===== src/design/nsr_pkg.sv =====
// ----------------------------------------------------------------------------
// nsr_pkg
// Types and constants shared by the Newton square-root controller, datapath
// and top level.
// ----------------------------------------------------------------------------
`default_nettype none

package nsr_pkg;

    localparam int RADICAND_W = 32;
    localparam int ROOT_W     = 24;
    localparam int ITER_W     = 7;

    localparam logic [ITER_W-1:0] MAX_ITER_RESET = 7'd20;
    localparam logic [ITER_W-1:0] MAX_ITER_CAP   = 7'd64;
    localparam logic [ITER_W-1:0] MAX_ITER_MIN   = 7'd1;
    localparam logic [ROOT_W-1:0] ROOT_MAX       = {ROOT_W{1'b1}};

    typedef enum logic [3:0] {
        ST_IDLE   = 4'b0001,
        ST_START  = 4'b0010,
        ST_DIVIDE = 4'b0100,
        ST_FINISH = 4'b1000
    } nsr_state_t;

    // Commands from the controller to the datapath.
    typedef struct packed {
        logic load;
        logic div_start;
        logic step;
        logic publish;
    } nsr_cmd_t;

    // Status from the datapath to the controller.
    typedef struct packed {
        logic in_zero;
        logic div_done;
        logic same;
        logic limit_hit;
        logic out_free;
    } nsr_status_t;

endpackage

`default_nettype wire


===== src/design/nsr_div.sv =====
// ----------------------------------------------------------------------------
// nsr_div
// Restoring unsigned divider, one quotient bit per cycle. The divisor is
// latched at start; done pulses for one cycle when the quotient is ready.
// ----------------------------------------------------------------------------
`default_nettype none

module nsr_div #(
    parameter int WIDTH = 48
) (
    input  wire logic             clk,
    input  wire logic             rst_n,
    input  wire logic             start,
    input  wire logic [WIDTH-1:0] dividend,
    input  wire logic [WIDTH-1:0] divisor,
    output logic [WIDTH-1:0]      quotient,
    output logic                  done
);

    localparam int CW = (WIDTH > 1) ? $clog2(WIDTH) : 1;

    logic [WIDTH-1:0] rem_reg, rem_next;
    logic [WIDTH-1:0] quo_reg, quo_next;
    logic [WIDTH-1:0] dvs_reg;
    logic [CW-1:0]    cnt_reg, cnt_next;
    logic             busy_reg, busy_next;
    logic             done_reg, done_next;

    logic [WIDTH:0]   partial;
    logic [WIDTH:0]   diff;
    logic             ge;

    always_comb
    begin
        partial = {rem_reg, quo_reg[WIDTH-1]};
        diff    = partial - {1'b0, dvs_reg};
        ge      = (partial >= {1'b0, dvs_reg});
    end

    always_comb
    begin
        rem_next  = rem_reg;
        quo_next  = quo_reg;
        cnt_next  = cnt_reg;
        busy_next = busy_reg;
        done_next = 1'b0;
        if (start) begin
            rem_next  = '0;
            quo_next  = dividend;
            cnt_next  = CW'(WIDTH - 1);
            busy_next = 1'b1;
        end else if (busy_reg) begin
            // Partial remainder stays below the divisor, so the low bits hold it.
            rem_next = ge ? diff[WIDTH-1:0] : partial[WIDTH-1:0];
            quo_next = {quo_reg[WIDTH-2:0], ge};
            cnt_next = cnt_reg - CW'(1);
            if (cnt_reg == '0) begin
                busy_next = 1'b0;
                done_next = 1'b1;
            end
        end
    end

    always_ff @(posedge clk or negedge rst_n)
    begin
        if (!rst_n) begin
            busy_reg <= 1'b0;
            done_reg <= 1'b0;
            cnt_reg  <= '0;
        end else begin
            busy_reg <= busy_next;
            done_reg <= done_next;
            cnt_reg  <= cnt_next;
        end
    end

    always_ff @(posedge clk)
    begin
        rem_reg <= rem_next;
        quo_reg <= quo_next;
        if (start) begin
            dvs_reg <= divisor;
        end
    end

    assign quotient = quo_reg;
    assign done     = done_reg;

endmodule

`default_nettype wire


===== src/design/nsr_datapath.sv =====
// ----------------------------------------------------------------------------
// nsr_datapath
// Guess register, step counter, iteration limit register, shared divider and
// the output register of the Newton square root.
// ----------------------------------------------------------------------------
`default_nettype none

module nsr_datapath
    import nsr_pkg::*;
#(
    parameter int FRAC_BITS = 16
) (
    input  wire logic                  clk,
    input  wire logic                  rst_n,
    input  wire nsr_cmd_t              cmd,
    output nsr_status_t                status,
    input  wire logic [RADICAND_W-1:0] radicand,
    input  wire logic                  cfg_wr_en,
    input  wire logic [ITER_W-1:0]     cfg_wr_data,
    input  wire logic                  out_ready,
    output logic                       out_valid,
    output logic [ROOT_W-1:0]          root,
    output logic                       converged,
    output logic [ITER_W-1:0]          iterations_used
);

    localparam int GW = RADICAND_W + FRAC_BITS;

    logic [RADICAND_W-1:0] x_reg;
    logic [GW-1:0]         g_reg, g_next;
    logic [ITER_W-1:0]     steps_reg, steps_next;
    logic                  conv_reg, conv_next;
    logic [ITER_W-1:0]     max_iter_reg;

    logic                  out_valid_reg;
    logic [ROOT_W-1:0]     root_reg;
    logic                  converged_reg;
    logic [ITER_W-1:0]     iter_out_reg;

    logic [GW-1:0]         dividend;
    logic [GW-1:0]         divisor;
    logic [GW-1:0]         quotient;
    logic                  div_done;
    logic [GW:0]           sum;
    logic [GW-1:0]         g_new;
    logic [GW-1:0]         g_init;
    logic [ITER_W-1:0]     limit;
    logic [ITER_W-1:0]     steps_inc;
    logic                  in_zero;
    logic [ROOT_W-1:0]     root_sat;

    assign dividend = {x_reg, {FRAC_BITS{1'b0}}};
    assign divisor  = (g_reg == '0) ? GW'(1) : g_reg;

    nsr_div #(
        .WIDTH (GW)
    ) u_div (
        .clk      (clk),
        .rst_n    (rst_n),
        .start    (cmd.div_start),
        .dividend (dividend),
        .divisor  (divisor),
        .quotient (quotient),
        .done     (div_done)
    );

    always_comb
    begin
        in_zero = (radicand == '0);
        sum     = {1'b0, g_reg} + {1'b0, quotient};
        g_new   = sum[GW:1];
        if (radicand[RADICAND_W-1:1] == '0) begin
            g_init = GW'(1);
        end else begin
            g_init = GW'(radicand[RADICAND_W-1:1]);
        end
        if (max_iter_reg < MAX_ITER_MIN) begin
            limit = MAX_ITER_MIN;
        end else if (max_iter_reg > MAX_ITER_CAP) begin
            limit = MAX_ITER_CAP;
        end else begin
            limit = max_iter_reg;
        end
        steps_inc = steps_reg + ITER_W'(1);
        root_sat  = (g_reg > GW'(ROOT_MAX)) ? ROOT_MAX : g_reg[ROOT_W-1:0];
    end

    always_comb
    begin
        status.in_zero   = in_zero;
        status.div_done  = div_done;
        status.same      = (g_new == g_reg);
        status.limit_hit = (steps_inc >= limit);
        status.out_free  = !out_valid_reg || out_ready;
    end

    always_comb
    begin
        g_next     = g_reg;
        steps_next = steps_reg;
        conv_next  = conv_reg;
        if (cmd.load) begin
            g_next     = in_zero ? '0 : g_init;
            steps_next = '0;
            conv_next  = in_zero;
        end else if (cmd.step) begin
            steps_next = steps_inc;
            if (g_new == g_reg) begin
                conv_next = 1'b1;
            end else begin
                g_next = g_new;
            end
        end
    end

    always_ff @(posedge clk)
    begin
        if (cmd.load) begin
            x_reg <= radicand;
        end
        g_reg     <= g_next;
        steps_reg <= steps_next;
        conv_reg  <= conv_next;
        if (cmd.publish) begin
            root_reg      <= root_sat;
            converged_reg <= conv_reg;
            iter_out_reg  <= steps_reg;
        end
    end

    always_ff @(posedge clk or negedge rst_n)
    begin
        if (!rst_n) begin
            max_iter_reg  <= MAX_ITER_RESET;
            out_valid_reg <= 1'b0;
        end else begin
            if (cfg_wr_en) begin
                max_iter_reg <= cfg_wr_data;
            end
            if (cmd.publish) begin
                out_valid_reg <= 1'b1;
            end else if (out_ready) begin
                out_valid_reg <= 1'b0;
            end
        end
    end

    assign out_valid       = out_valid_reg;
    assign root            = root_reg;
    assign converged       = converged_reg;
    assign iterations_used = iter_out_reg;

endmodule

`default_nettype wire


===== src/design/nsr_ctrl.sv =====
// ----------------------------------------------------------------------------
// nsr_ctrl
// Sequencer for the Newton square root: takes a word, runs division steps (none
// for a zero word) until the guess settles or the limit is reached, then hands off the result.
// ----------------------------------------------------------------------------
`default_nettype none

module nsr_ctrl
    import nsr_pkg::*;
(
    input  wire logic        clk,
    input  wire logic        rst_n,
    input  wire logic        in_valid,
    output logic             in_ready,
    input  wire nsr_status_t status,
    output nsr_cmd_t         cmd
);

    nsr_state_t state_reg, state_next;

    always_comb
    begin
        state_next = state_reg;
        cmd        = '0;
        in_ready   = 1'b0;
        unique case (state_reg)
            ST_IDLE:
            begin
                in_ready = 1'b1;
                if (in_valid) begin
                    cmd.load   = 1'b1;
                    state_next = status.in_zero ? ST_FINISH : ST_START;
                end
            end
            ST_START:
            begin
                cmd.div_start = 1'b1;
                state_next    = ST_DIVIDE;
            end
            ST_DIVIDE:
            begin
                if (status.div_done) begin
                    cmd.step = 1'b1;
                    if (status.same || status.limit_hit) begin
                        state_next = ST_FINISH;
                    end else begin
                        state_next = ST_START;
                    end
                end
            end
            ST_FINISH:
            begin
                if (status.out_free) begin
                    cmd.publish = 1'b1;
                    state_next  = ST_IDLE;
                end
            end
            default:
            begin
                state_next = ST_IDLE;
            end
        endcase
    end

    always_ff @(posedge clk or negedge rst_n)
    begin
        if (!rst_n) begin
            state_reg <= ST_IDLE;
        end else begin
            state_reg <= state_next;
        end
    end

endmodule

`default_nettype wire


===== src/design/newton_square_root_core.sv =====
// ----------------------------------------------------------------------------
// newton_square_root_core
// A zero radicand goes straight to its result; otherwise the core runs Newton
//   steps until the guess settles or max_iterations (clamped to 1..64) is hit.
// Each step runs the shared restoring divider, one quotient bit a cycle
//   over 32 + FRAC_BITS bits, after a start state, then updates the guess.
// Throughput: one word at a time; the next word is taken once the result
//   enters the output register. Reset clears control and sets max_iterations
//   to 20.
// ----------------------------------------------------------------------------
`default_nettype none

module newton_square_root_core
    import nsr_pkg::*;
#(
    parameter int FRAC_BITS = 16
) (
    input  wire logic                  clk,
    input  wire logic                  rst_n,
    input  wire logic                  cfg_wr_en,
    input  wire logic [ITER_W-1:0]     cfg_wr_data,
    input  wire logic                  in_valid,
    output logic                       in_ready,
    input  wire logic [RADICAND_W-1:0] radicand,
    output logic                       out_valid,
    input  wire logic                  out_ready,
    output logic [ROOT_W-1:0]          root,
    output logic                       converged,
    output logic [ITER_W-1:0]          iterations_used
);

    nsr_cmd_t    cmd;
    nsr_status_t status;

    nsr_ctrl u_ctrl (
        .clk      (clk),
        .rst_n    (rst_n),
        .in_valid (in_valid),
        .in_ready (in_ready),
        .status   (status),
        .cmd      (cmd)
    );

    nsr_datapath #(
        .FRAC_BITS (FRAC_BITS)
    ) u_datapath (
        .clk             (clk),
        .rst_n           (rst_n),
        .cmd             (cmd),
        .status          (status),
        .radicand        (radicand),
        .cfg_wr_en       (cfg_wr_en),
        .cfg_wr_data     (cfg_wr_data),
        .out_ready       (out_ready),
        .out_valid       (out_valid),
        .root            (root),
        .converged       (converged),
        .iterations_used (iterations_used)
    );

endmodule

`default_nettype wire


===== config.mk =====
export PLATFORM = sky130hd
export DESIGN_NAME = newton_square_root_core
export DESIGN_NICKNAME = d
export VERILOG_FILES = /design/src/design/nsr_pkg.sv /design/src/design/nsr_div.sv /design/src/design/nsr_datapath.sv /design/src/design/nsr_ctrl.sv /design/src/design/newton_square_root_core.sv
export SDC_FILE = /design/constraint.sdc
export NUM_CORES = 1
export LEC_CHECK = 0
export ABC_CLOCK_PERIOD_IN_PS = 4400
export CORE_MARGIN = 8
export CORE_UTILIZATION = 39
export CTS_CLUSTER_DIAMETER = 120
export CTS_CLUSTER_SIZE = 40
export DETAILED_ROUTE_END_ITERATION = 16
export DONT_BUFFER_PORTS = 1
export GPL_ROUTABILITY_DRIVEN = 0
export PLACE_DENSITY = 0.63
export SLEW_MARGIN = 15
export SYNTH_ARGS = -nofsm -noshare
export SYNTH_HDL_FRONTEND = slang
export SYNTH_SLANG_ARGS = --single-unit

===== constraint.sdc =====
create_clock -name clk -period 4.4 [get_ports clk]
set_clock_uncertainty 0.1 [all_clocks]
set_input_delay 0.44 -clock clk [delete_from_list [all_inputs] [get_ports clk]]
set_output_delay 0.44 -clock clk [all_outputs]
set_load 0.02 [all_outputs]

; After elaboration in Yosys (flattened, before gate mapping)
; Cells that the tools add are included.
; W data, S select, Z words.
[totals]
register_bits = 284
in_bits = 44
out_inout_bits = 34
word_cells = 86
[classes]
addsub = 4
magnitude_cmp = 5
eq_ne = 9
n_mux = 37
n_reduce_logical = 14
[op_table]
columns = cell, n
row1 = $mux W48, 6
row2 = $mux W31, 2
row3 = $add A48 B48 Y49, 1
row4 = $ge A49 B48 Y1, 1
row5 = $eq A48 B48 Y1, 1
row6 = $gt A48 B24 Y1 const B, 1
row7 = $logic_not A48 Y1, 1
row8 = $sub A48 B48 Y48, 1
row9 = $logic_not A32 Y1, 1
row10 = $logic_not A31 Y1, 1
row11 = $mux W4, 5
row12 = $mux W1, 19
row13 = $pmux W4 S4, 1
row14 = $mux W7, 2
row15 = $mux W6, 2
row16 = $reduce_bool A2 Y1, 4
row17 = $add A7 B1 Y7 const B, 1
row18 = $ge A7 B7 Y1, 1
row19 = $gt A7 B7 Y1 const B, 1
row20 = $lt A7 B1 Y1 const B, 1
row21 = $logic_not A6 Y1, 1
row22 = $ne A2 B2 Y1 const B, 3
row23 = $sub A6 B1 Y6 const B, 1
row24 = $eq A4 B1 Y1 const B, 1
row25 = other kinds (8), 10

; Logic depth before layout (Yosys ltp)
[depth]
word_depth = 8
depth_mapped = 16
depth_no_buf = 15

; Modules after synthesis
; Synthesis repeated with hierarchy kept, for this count alone.
[unflattened]
hier_cells = 2110
hier_area_um2 = 19580.0
[by_module_without_submodules]
columns = mod, instances, cells_per_inst, area_each_um2
row1 = nsr_datapath, 1, 1185, 10426.2
row2 = nsr_div, 1, 897, 8886.0
row3 = nsr_ctrl, 1, 28, 267.8

; Worst setup path after synthesis
; OpenSTA, ideal clock, no wires.
[synth_timing]
path_kind = register to register
from = register u_datapath.g_reg[9]
to = register u_datapath.g_reg[0] (enable)
arrival_ns = 4.234
required_ns = 3.837
slack_ns = -0.398
path_stages_with_launch = 15
cell_sequence = edfxtp_1 -> ha_1 -> clkbuf_1 -> nand3_1 -> o211ai_1 -> or3_1 -> o22ai_1 -> xor2_1 -> and2_1 -> or4b_2 -> nor3_1 -> and4_1 -> nand4_1 -> or4_4 -> a21o_1
[synth_via]
elab_chain_len = 4
[synth_lines]
columns = item, line_no
row1 = from (decl), nsr_datapath.sv:30  ; logic [GW-1:0] g_reg, g_next;
row2 = from (signal assigned), nsr_datapath.sv:121  ; g_reg <= g_next;
row3 = $add A48 B48 Y49, nsr_datapath.sv:70  ; sum = {1'b0, g_reg} + {1'b0, quotient};
row4 = $eq A48 B48 Y1 *, nsr_datapath.sv:108  ; if (g_new == g_reg) begin
row5 = $ne A2 B2 Y1 (no source line) *, n/a
row6 = $reduce_and A2 Y1 (no source line) *, n/a
; Every way passes the cells marked *; elsewhere a longest branch is shown, timed or not.
; A chain may end at the register's enable or synchronous reset.

; Final worst setup path
[layout_timing]
from = register u_datapath.g_reg[1]
to = register u_datapath.g_reg[43] (enable)
; The elaborated chain is that of the path after synthesis.

==> results.yml <==
die:
  die_area_um2: 55100
  io_pins: 78
  core_um2: 47400
  die_h_um: 235
  num_rows: 80
  die_w_um: 235
  start_util: 0.393
synthesis:
  async_reset_ff_frac: 0.0704
  netlist_area_um2: 18700
  synthFlopType: "edfxtp_1"
  yosys_warnings: 0
  syn-instance-count: 2065
  synth_nets: 2216
  synth-seq-cells: 284
  avgSynthCellArea_um2: 9.03
  yosysUniqueCellTypes: 90
  synth_edf_count: 193
  ys_seq_area_frac: 0.414
timing:
  worst_slack_ns: -0.0933
  maxSlewViolCount: 0
  final-setup-viol-count: 49
  fin_crit_sh: 1.02
  relSlewSlack: 0.359
  final.min_clock_period_ns: 4.49
  fmax_ghz: 0.223
  worst_pin_slew_ns: 0.958
  rsz0062_at_grt: "yes"
  final-hold-violation-count: 0
grt:
  grt_max_degree: 66
  grt_pass1_vias: 16100
  grtUsageTotal: 0.203
  grt_util_met2: 0.343
  globalRouteMet3Util: 0.0201
  grt_use_met1: 0.266
  antenna_found_initial: 1
  grt_pass1_wl_um: 90900
  grt_most_used_layer: "met2"
  grt.overflow.total: 0
detailed_routing:
  vias: 16500
  postRouteAntennaNets: 0
  routed_wl_um: 59300
  vias_per_cell: 5.83
  routedWlPerCell_um: 20.9
  drtIter0Drc: 1517
  first_pass_iters: 6
  drc: 0
placed_design:
  dp_hpwl_um: 45000
  portBuffers: 0
  dp_cells: 2739
clock_network:
  insertion_delay_ns: 0.54
  path_clk_slew_ns: 0.15
  cts_tree: "yes"
  clock_path_buffers: 3
  cts_htree_levels: 1
  cts_root_buffer: "clkbuf_16"
  numCtsBuffers: 12
  cts.sinks: 284
status:
  status: "complete, but fails checks"
  violations: "negative setup slack"
setup_path:
  critPathMaxFanout: 6
  endpoint_kind: "register"
  critPathRequiredTime_ns: 4.60
  cp.arrival_ns: 4.69
  crit_type: "reg -> reg"
  start_kind: "register"
layout:
  area_growth_pct: 17.8
  final_common_cell: "nand2_1"
  nets: 2366
  instances_no_fill: 2836
  mostFrequentLayoutCells: "nand2_1 (251), buf_4 (226), edfxtp_1 (193)"
  drive_above_1_share: 0.154
  antennaDiodeCount: 0
worst_hold_path:
  holdCritPathClass: "in -> reg"
job:
  drv_cap: 0
cell families after synthesis:
| kind of cell | after synthesis | synth area share |
|---|---|---|
| compound gates | 502 | 0.174 |
| xor+xnor | 147 | 0.0734 |
| fa+ha+maj | 107 | 0.0726 |
| buf+inv | 230 | 0.0472 |
| flops | 284 | 0.414 |
| mux | 54 | 0.0296 |
| simple gates | 741 | 0.190 |
cells in the mapped netlist (6+ instances only):
| cell type | number | share of area |
|---|---|---|
| o22ai_1 | 6 | 0.0020 |
| nand2b_1 | 19 | 0.0064 |
| dfxtp_1 | 71 | 0.076 |
| nor2b_1 | 18 | 0.0060 |
| a211oi_1 | 31 | 0.012 |
| dfrtp_1 | 17 | 0.023 |
| o31ai_1 | 10 | 0.0040 |
| edfxtp_1 | 193 | 0.31 |
| clkbuf_1 | 123 | 0.025 |
| a21o_1 | 48 | 0.019 |
| xor2_1 | 66 | 0.031 |
| nor2_1 | 168 | 0.034 |
| nand3_1 | 77 | 0.021 |
| mux2i_1 | 45 | 0.024 |
| a21oi_1 | 143 | 0.038 |
| nand2_1 | 252 | 0.051 |
| buf_1 | 12 | 0.0024 |
| and2_1 | 17 | 0.0057 |
| a41oi_1 | 6 | 0.0028 |
| ha_1 | 105 | 0.070 |
| inv_1 | 87 | 0.018 |
| o211ai_1 | 10 | 0.0040 |
| o21a_1 | 12 | 0.0048 |
| xnor2_1 | 75 | 0.035 |
| nor4_1 | 37 | 0.012 |
| or3_1 | 31 | 0.010 |
| o2111ai_1 | 6 | 0.0028 |
| xnor3_1 | 6 | 0.0072 |
| a31oi_1 | 18 | 0.0060 |
| o21bai_1 | 19 | 0.0076 |
| o21ai_0 | 125 | 0.034 |
| mux2_2 | 9 | 0.0054 |
| and3_1 | 10 | 0.0034 |
| nor3b_1 | 8 | 0.0032 |
| nor3_1 | 33 | 0.0089 |
| or4_1 | 6 | 0.0024 |
| nand4_1 | 41 | 0.014 |
routing by layer:
metal	vias up	wire length [µm]
met5	-	0
met4	0	2670
met3	150	3880
met2	660	27800
met1	7956	24900
li1	7762	-
stage by stage:
| stage | setup TNS [ns] | area, µm² | setup slack [ns] | hold WS [ns] | utilization |
|---|---|---|---|---|---|
| after floorplan | 0 | 18700 | 0.0461 | 0.0444 | - |
| after global placement | -4.65 | 20500 | -0.112 | 0.0452 | 0.432 |
| after detailed placement | -7.79 | 20500 | -0.176 | 0.0453 | 0.432 |
| after CTS | -0.355 | 21500 | -0.0257 | 0.00231 | 0.454 |
| after global routing | -10.48 | 22000 | -0.234 | 0.0251 | 0.463 |
| final | -3.28 | 22000 | -0.0933 | 0.0205 | 0.463 |
critical path, cell delays in order (launching register included):
cell       delay, ns
edfxtp_1        0.46
ha_1            0.35
a31oi_4         0.11
a2111oi_4       0.48
a211o_1         0.31
a21oi_2         0.08
a21bo_4         0.24
nor2b_1         0.14
a211oi_1        0.25
nand4_1         0.14
a2111oi_2       0.22
nand4b_1        0.26
or4_4           0.61
a21o_4          0.31
clkbuf_16       0.19
layout make-up:
class / count / area (µm²)
multi-input cells: 1551 / 10400
repair buffers: 278 / 2310
fillers: 4512 / 25500
well taps: 615 / 769
inverters: 88 / 333
flip-flops and latches: 284 / 7730
clock inverters: 6 / 98.8
clock buffers: 14 / 329
final timing paths:
check                                                           from                                      end  slack (ns)  cells after the start
max in group asynchronous                                      rst_n      u_datapath.u_div.busy_reg$_DFF_PN0_        3.13                      1
worst min-delay path                                    radicand[13]           u_datapath.g_reg[12]$_DFFE_PP_        0.02                      2
min in group asynchronous                                      rst_n          u_ctrl.state_reg[2]$_DFFE_PN0P_        0.38                      1
worst max register to register         u_datapath.g_reg[1]$_DFFE_PP_       u_datapath.g_reg[43]$_SDFFCE_PP0P_       -0.09                     14
worst min register to register  u_datapath.steps_reg[6]$_SDFFE_PP0P_  u_datapath.iterations_used[6]$_DFFE_PP_        0.39                      0
worst max-delay path                   u_datapath.g_reg[1]$_DFFE_PP_       u_datapath.g_reg[43]$_SDFFCE_PP0P_       -0.09                     14
what timing repair did:
action                                  4_1_cts  5_1_grt
endpoints found under the setup margin       49       53
hold endpoints to repair                     65        0
hold buffers                                 42        0
gates cloned                                  0        3
buffers inserted                             14       19
pin swaps                                     4       25
gates resized for setup                      22       43
Power is not shown: default switching activity piles up to over one toggle a cycle in this logic, so the estimate is an artifact.
